File: src/sv/gfr_pkg.sv
`timescale 1ns / 1ps
package gfr_pkg;

  localparam int DATA_WIDTH = 16;
  localparam int SHIFT_W    = $clog2(DATA_WIDTH);
  localparam int CNT_W      = $clog2(DATA_WIDTH + 1);

  typedef enum logic [1:0] {
    OP_GCD2   = 2'd0,
    OP_GCD3   = 2'd1,
    OP_REDUCE = 2'd2,
    OP_NONE   = 2'd3
  } op_t;

  // controller -> datapath
  typedef struct packed {
    logic load;        // capture request, clear results
    logic gcd_step;    // one binary-gcd step
    logic save_g;      // latch gcd result
    logic load_third;  // restart gcd on (result, third value)
    logic div_load_a;  // start dividing numerator by divisor
    logic div_load_b;  // start dividing denominator by divisor
    logic div_step;    // one restoring-division step
    logic store_qa;
    logic store_qb;
  } gfr_cmd_t;

  // datapath -> controller
  typedef struct packed {
    op_t  op;
    logic gcd_done;
    logic g_zero;
    logic div_done;
  } gfr_status_t;

endpackage

File: src/sv/gcd_and_fraction_reducer_unit.sv
`timescale 1ns / 1ps
// channel   ports                                     transfer when
// request   in_operation, in_*_value                  start && !busy
// result    out_divisor, out_reduced_first/_second    out_valid (one cycle)
//
// Steps: load, then a binary-gcd pass (one shift or subtract per cycle),
// a second pass for the three-value divisor, the two restoring divisions
// of a reduction, and the result cycle.
// Reset is synchronous, active low, and returns the controller to idle.
// The result is presented for one cycle only; the receiver cannot stall.
module gcd_and_fraction_reducer_unit (
  input  logic                           clk,
  input  logic                           rst_n,
  input  logic                           start,
  output logic                           busy,
  input  logic [1:0]                     in_operation,
  input  logic [gfr_pkg::DATA_WIDTH-1:0] in_first_value,
  input  logic [gfr_pkg::DATA_WIDTH-1:0] in_second_value,
  input  logic [gfr_pkg::DATA_WIDTH-1:0] in_third_value,
  output logic                           out_valid,
  output logic [gfr_pkg::DATA_WIDTH-1:0] out_divisor,
  output logic [gfr_pkg::DATA_WIDTH-1:0] out_reduced_first,
  output logic [gfr_pkg::DATA_WIDTH-1:0] out_reduced_second
);
  import gfr_pkg::*;

  gfr_cmd_t    cmd;
  gfr_status_t status;

  gfr_ctrl u_ctrl (
    .clk          (clk),
    .rst_n        (rst_n),
    .start        (start),
    .in_operation (in_operation),
    .status       (status),
    .cmd          (cmd),
    .busy         (busy),
    .out_valid    (out_valid)
  );

  gfr_datapath u_dp (
    .clk                (clk),
    .cmd                (cmd),
    .in_operation       (in_operation),
    .in_first_value     (in_first_value),
    .in_second_value    (in_second_value),
    .in_third_value     (in_third_value),
    .status             (status),
    .out_divisor        (out_divisor),
    .out_reduced_first  (out_reduced_first),
    .out_reduced_second (out_reduced_second)
  );

endmodule

File: src/sv/gfr_datapath.sv
`timescale 1ns / 1ps
module gfr_datapath (
  input  logic                          clk,
  input  gfr_pkg::gfr_cmd_t             cmd,
  input  logic [1:0]                    in_operation,
  input  logic [gfr_pkg::DATA_WIDTH-1:0] in_first_value,
  input  logic [gfr_pkg::DATA_WIDTH-1:0] in_second_value,
  input  logic [gfr_pkg::DATA_WIDTH-1:0] in_third_value,
  output gfr_pkg::gfr_status_t          status,
  output logic [gfr_pkg::DATA_WIDTH-1:0] out_divisor,
  output logic [gfr_pkg::DATA_WIDTH-1:0] out_reduced_first,
  output logic [gfr_pkg::DATA_WIDTH-1:0] out_reduced_second
);
  import gfr_pkg::*;

  localparam int W = DATA_WIDTH;

  op_t              op_r;
  logic [W-1:0]     a_r, b_r, c_r;
  logic [W-1:0]     x_r, x_nxt, y_r, y_nxt;
  logic [SHIFT_W-1:0] k_r, k_nxt;
  logic [W-1:0]     g_r, rf_r, rs_r;
  logic [W-1:0]     rem_r, rem_nxt, q_r, q_nxt;
  logic [CNT_W-1:0] cnt_r, cnt_nxt;

  logic [W-1:0] gcd_res;
  logic [W:0]   xy_diff;
  logic [W:0]   rem_shift, rem_diff;

  assign gcd_res = (x_r | y_r) << k_r;
  assign xy_diff = {1'b0, x_r} - {1'b0, y_r};

  // binary gcd step: pull out common twos, then halve the even one,
  // else subtract the smaller odd from the larger and halve
  always_comb begin
    x_nxt = x_r;
    y_nxt = y_r;
    k_nxt = k_r;
    if (!x_r[0] && !y_r[0]) begin
      x_nxt = x_r >> 1;
      y_nxt = y_r >> 1;
      k_nxt = k_r + SHIFT_W'(1);
    end else if (!x_r[0]) begin
      x_nxt = x_r >> 1;
    end else if (!y_r[0]) begin
      y_nxt = y_r >> 1;
    end else if (!xy_diff[W]) begin
      x_nxt = xy_diff[W:1];
    end else begin
      y_nxt = W'((~xy_diff + 1'b1) >> 1);
    end
  end

  // restoring division, one quotient bit per cycle
  assign rem_shift = {rem_r, q_r[W-1]};
  assign rem_diff  = rem_shift - {1'b0, g_r};

  always_comb begin
    rem_nxt = rem_diff[W] ? rem_shift[W-1:0] : rem_diff[W-1:0];
    q_nxt   = {q_r[W-2:0], ~rem_diff[W]};
    cnt_nxt = cnt_r - CNT_W'(1);
  end

  always_ff @(posedge clk) begin
    if (cmd.load) begin
      op_r <= op_t'(in_operation);
      a_r  <= in_first_value;
      b_r  <= in_second_value;
      c_r  <= in_third_value;
      x_r  <= in_first_value;
      y_r  <= in_second_value;
      k_r  <= '0;
      g_r  <= '0;
      rf_r <= '0;
      rs_r <= '0;
    end else if (cmd.load_third) begin
      x_r <= gcd_res;
      y_r <= c_r;
      k_r <= '0;
    end else if (cmd.gcd_step) begin
      x_r <= x_nxt;
      y_r <= y_nxt;
      k_r <= k_nxt;
    end
    if (cmd.save_g) begin
      g_r <= gcd_res;
    end
    if (cmd.store_qa) begin
      rf_r <= q_r;
    end
    if (cmd.store_qb) begin
      rs_r <= q_r;
    end
    if (cmd.div_load_a || cmd.div_load_b) begin
      rem_r <= '0;
      q_r   <= cmd.div_load_a ? a_r : b_r;
      cnt_r <= CNT_W'(W);
    end else if (cmd.div_step) begin
      rem_r <= rem_nxt;
      q_r   <= q_nxt;
      cnt_r <= cnt_nxt;
    end
  end

  assign status.op       = op_r;
  assign status.gcd_done = (x_r == '0) || (y_r == '0);
  assign status.g_zero   = (gcd_res == '0);
  assign status.div_done = (cnt_r == '0);

  assign out_divisor        = g_r;
  assign out_reduced_first  = rf_r;
  assign out_reduced_second = rs_r;

endmodule

File: src/sv/gfr_ctrl.sv
`timescale 1ns / 1ps
module gfr_ctrl (
  input  logic                 clk,
  input  logic                 rst_n,
  input  logic                 start,
  input  logic [1:0]           in_operation,
  input  gfr_pkg::gfr_status_t status,
  output gfr_pkg::gfr_cmd_t    cmd,
  output logic                 busy,
  output logic                 out_valid
);
  import gfr_pkg::*;

  typedef enum logic [5:0] {
    ST_IDLE = 6'b000001,
    ST_GCD1 = 6'b000010,
    ST_GCD2 = 6'b000100,
    ST_DIVA = 6'b001000,
    ST_DIVB = 6'b010000,
    ST_DONE = 6'b100000
  } state_t;

  state_t state_r, state_nxt;

  always_comb begin
    state_nxt = state_r;
    cmd       = '0;
    unique case (state_r)
      ST_IDLE: begin
        if (start) begin
          cmd.load  = 1'b1;
          state_nxt = (op_t'(in_operation) == OP_NONE) ? ST_DONE : ST_GCD1;
        end
      end
      ST_GCD1: begin
        if (!status.gcd_done) begin
          cmd.gcd_step = 1'b1;
        end else begin
          cmd.save_g = 1'b1;
          unique case (status.op)
            OP_GCD3: begin
              cmd.load_third = 1'b1;
              state_nxt      = ST_GCD2;
            end
            OP_REDUCE: begin
              if (status.g_zero) begin
                state_nxt = ST_DONE;
              end else begin
                cmd.div_load_a = 1'b1;
                state_nxt      = ST_DIVA;
              end
            end
            default: begin
              state_nxt = ST_DONE;
            end
          endcase
        end
      end
      ST_GCD2: begin
        if (!status.gcd_done) begin
          cmd.gcd_step = 1'b1;
        end else begin
          cmd.save_g = 1'b1;
          state_nxt  = ST_DONE;
        end
      end
      ST_DIVA: begin
        if (!status.div_done) begin
          cmd.div_step = 1'b1;
        end else begin
          cmd.store_qa   = 1'b1;
          cmd.div_load_b = 1'b1;
          state_nxt      = ST_DIVB;
        end
      end
      ST_DIVB: begin
        if (!status.div_done) begin
          cmd.div_step = 1'b1;
        end else begin
          cmd.store_qb = 1'b1;
          state_nxt    = ST_DONE;
        end
      end
      ST_DONE: begin
        state_nxt = ST_IDLE;
      end
      default: begin
        state_nxt = ST_IDLE;
      end
    endcase
  end

  always_ff @(posedge clk) begin
    if (!rst_n) begin
      state_r <= ST_IDLE;
    end else begin
      state_r <= state_nxt;
    end
  end

  assign busy      = (state_r != ST_IDLE);
  assign out_valid = (state_r == ST_DONE);

endmodule

File: config.mk
export PLATFORM = sky130hd
export DESIGN_NAME = gcd_and_fraction_reducer_unit
export DESIGN_NICKNAME = d
export VERILOG_FILES = /design/src/sv/gfr_pkg.sv /design/src/sv/gcd_and_fraction_reducer_unit.sv /design/src/sv/gfr_datapath.sv /design/src/sv/gfr_ctrl.sv
export SDC_FILE = /design/constraint.sdc
export NUM_CORES = 1
export LEC_CHECK = 0
export BUFFER_PORTS_ARGS = -buffer_cell sky130_fd_sc_hd__buf_2
export CORE_MARGIN = 5
export CORE_UTILIZATION = 40
export CTS_CLUSTER_DIAMETER = 50
export DETAILED_ROUTE_END_ITERATION = 8
export PLACE_DENSITY = 0.7
export SETUP_SLACK_MARGIN = 0.02
export SLEW_MARGIN = 20
export SYNTH_ARGS = -nofsm -noshare
export SYNTH_HDL_FRONTEND = slang
export SYNTH_SLANG_ARGS = --single-unit
File: constraint.sdc
create_clock -name clk -period 8.9 [get_ports clk]
set_input_delay 0.445 -clock clk [delete_from_list [all_inputs] [get_ports clk]]
set_output_delay 0.445 -clock clk [all_outputs]
set_load 0.03 [all_outputs]
==> metrics.md <==
| Metric | Value |
|---|---|
| RSZ-0062 raised after global routing | no |
| Die W | 173 microns |
| CTS tree | yes |
| Synth Warn # | 0 |
| DRT Pass-1 Iters | 6 |
| Status | finished clean |
| DRT met1 WL | 12700 microns |
| Dominant cell type by area after synthesis | edfxtp_1 |
| Avg Cell Area, Syn | 10.4 sq um |
| H-tree Lvls | 4 |
| Net switching power | between 1 and 1.5 mW |
| Pint | 1.86 mW |
| Initial DRC Count | approximately 1000 |
| Diodes inserted | 0 |
| Critical path class | flop to flop |
| Critical path startpoint category | flop |
| Max-Cap Viols | 0 |
| # DRC | 0 |
| Number of vias per cell | 5.82 |
| Critical Path RT | around 9 ns |
| Final min period | 4.03 ns |
| Fmax | 248 MHz |
| Fin nets | 1223 |
| Boundary Pins | 103 |
| Syn Inst Count | 1028 |
| PD cells | around 260 nW/um^2 |
| Routed via count | 8502 |
| Die area | between 30000 and 40000 sq um |
| Clk network pwr share | roughly a quarter |
| Least-Margin Pin Slew | roughly 1.1 ns |
| Flops & latches, synth | 177 |
| Relative slew slack | a little under 30% |
| Distinct cells, synth | 85 |
| Root Buffer | clkbuf_16 |
| Die Y | 173 microns |
| Logic pwr share | 39.2% |
| Hpwl dp | 21900 microns |
| Vias in the first global route | 7974 |
| GR Util All Layers | 19.0% |
| CTS Buffer Depth | 2 |
| Sum Neg Setup Slack | 0 ns |
| Sink Count | 177 |
| Final worst slack | 4.87 ns |
| Cell Area, Synth | 10700 sq um |
| Max VDD drop | roughly 0.17 mV |
| Core Util, Final | 46.1% |
| DR WL met3 | 1880 microns |
| Static leakage | 4.77 nW |
| Final Hold Viols | 0 |
| Reg2Reg Setup Slack | 4.87 ns |
| Crit Path Max Fanout | 18 |
| Sw Ratio | 40.2% |
| EDFF count, synth | approximately 150 |
| Setup Buffers After CTS | 0 |
| I/O Buffers | 102 |
| Clock slew at reported path FFs | 0.08 ns |
| Reg power frac | 35.5% |
| Hold Crit Class | primary input to flop |
| Worst EP arrival | 4.14 ns |
| Max Slew Vio Count | 0 |
| Ranking of synthesized cells by area | edfxtp_1, ha_1, dfxtp_1, o21ai_0, mux4_2 |
| Most common cell in the netlist | edfxtp_1 |
| Syn_nets | 1137 |
| First-pass GRT wire length | 45700 microns |
| Clock skew | 0.0171 ns |
| Worst skew pair latency | 0.45 ns |
| Area growth from synthesis to layout | 13.2% |
| Post-route ant nets | 0 |
| Top cells by count, synth | edfxtp_1, nor2_1, inv_1 |
| Ys flop type | edfxtp_1 |
| Seq/Total Area, Yosys | 46.9% |
| CORE AREA | 26200 sq um |
| Cts hold-fix bufs | 0 |
| Tcrit/Tclk final | 45.3% |
| Share of cells above drive strength 1 | 16.9% |
| Asr flop ratio synth | 0% |
| Total grt overflow | 0 |
| Initial antenna violation count | 0 |
| Post-Route WL | roughly 29000 microns |
| CTS buffer count | 17 |
| Pre-CTS setup slack | around 4.9 ns |
| Initial Utilization | a little over 40% |
| Crit path capture type | flop |
| Met2 wire len | around 14000 microns |
| DR WL/cell | 20.0 microns |
| DR top layer | met4 |
| Largest net degree at the start of global routing | 86 |
| # rows | between 50 and 60 |
| Synth top area share | 41.0% |
| CTS resizes | 0 |
| Placer Congestion | 0.971 |
| Final setup fails | 0 |
==> per-layer routing <==
| layer | track usage (%) | vias up |
|---|---|---|
| li1 | - | 3986 |
| met1 | 26.5 | 4115 |
| met2 | 31.4 | 357 |
| met3 | 2.51 | 44 |
| met4 | 5.22 | 0 |
| met5 | 0 | - |
==> cell families after synthesis <==
kind of cell	count (synthesis)	share of synthesized area, %
and+or+nand+nor	319	15.2
DFF	177	46.9
buffers and inverters	133	5.34
xor gates and xnor gates	38	3.12
adders and majority gates	56	6.70
muxes	42	5.74
AOI/OAI and AO/OA	263	17.0
==> power groups by stage <==
| stage | combinational, mW | sequential, mW | clock, mW |
|---|---|---|---|
| 3_5_place_dp | 1.20 | 1.12 | 0 |
| 4_1_cts | 1.20 | 1.10 | 0.789 |
| 6_report | 1.22 | 1.11 | 0.785 |
| 2_1_floorplan | 0.842 | 1.14 | 0 |
| 3_3_place_gp | 1.18 | 1.12 | 0 |
| 5_1_grt | 1.32 | 1.11 | 0.819 |
==> flip-flops by register name (all words and copies together), names as in the netlist <==
name,flops
u_dp.a_r,16
u_dp.b_r,16
u_dp.c_r,16
u_dp.out_divisor,16
u_dp.out_reduced_first,16
u_dp.out_reduced_second,16
u_dp.q_r,16
u_dp.rem_r,16
u_dp.x_r,16
u_dp.y_r,16
u_ctrl.state_r,6
u_dp.cnt_r,5
u_dp.k_r,4
u_dp.op_r,2
==> worst paths after layout <==
| path | from | endpoint | depth (start not counted) |
|---|---|---|---|
| max | u_dp.y_r[0]$_DFFE_PP_ | u_dp.q_r[13]$_DFFE_PP_ | 10 |
| min | in_third_value[13] | u_dp.c_r[13]$_DFFE_PP_ | 1 |
| max reg2reg | u_dp.y_r[0]$_DFFE_PP_ | u_dp.q_r[13]$_DFFE_PP_ | 10 |
| min reg2reg | u_dp.rem_r[7]$_SDFFE_PN0P_ | u_dp.rem_r[7]$_SDFFE_PN0P_ | 2 |
==> critical path, cell delays in order (launching register included) <==
cell and delay [ns]:
edfxtp_1 0.50, inv_1 0.14, ha_1 0.43, mux2_2 0.25
o22a_1 0.24, a211oi_1 0.15, or3_1 0.41, nor3_2 0.37
nor3_4 0.20, nor3_4 0.64, inv_2 0.35
==> through the flow <==
| step | total power [mW] | cells | cell area (sq um) | hold WS [ns] |
|---|---|---|---|---|
| 4_1_cts | 3.10 | 1461 | 12100 | 0.162 |
| 5_1_grt | 3.26 | 1462 | 12100 | 0.163 |
| 2_1_floorplan | 1.99 | 1028 | 10700 | 0.440 |
| 3_3_place_gp | 2.30 | 1429 | 11400 | 0.457 |
| 6_report | 3.11 | 1462 | 12100 | 0.169 |
| 3_5_place_dp | 2.32 | 1429 | 11400 | 0.464 |
==> layout by cell type, fill, tap and decap left out, drive strengths merged, types with 8 or more instances in the layout <==
cell type	Yosys	routed
nand2	66	66
inv	85	93
a21oi	51	51
a211oi	8	8
o21ai	70	70
ha	54	54
a221oi	10	10
and3	11	11
o21a	15	15
mux4	15	15
a22o	10	10
clkinv	2	8
nor2	88	88
edfxtp	146	146
and2	21	21
nor2b	15	15
or3	13	13
mux2i	23	23
nand3	16	16
dfxtp	31	31
nand4	8	8
o22ai	8	8
clkbuf	24	17
buf	20	113
nand2b	23	23
a22oi	18	18
nor3	22	22
nor4	23	23
xnor2	25	25
o221ai	8	8
xor2	13	13
==> layout make-up <==
type                    instances  area, sq um
fillers                      2368        14100
repair buffers                113          601
clock inverters                15          198
flip-flops and latches        177         5000
inverters                      87          327
clock buffers                  17          425
well taps                     335          419
multi-input cells             718         5110
Power figures use the tool's default switching activity.
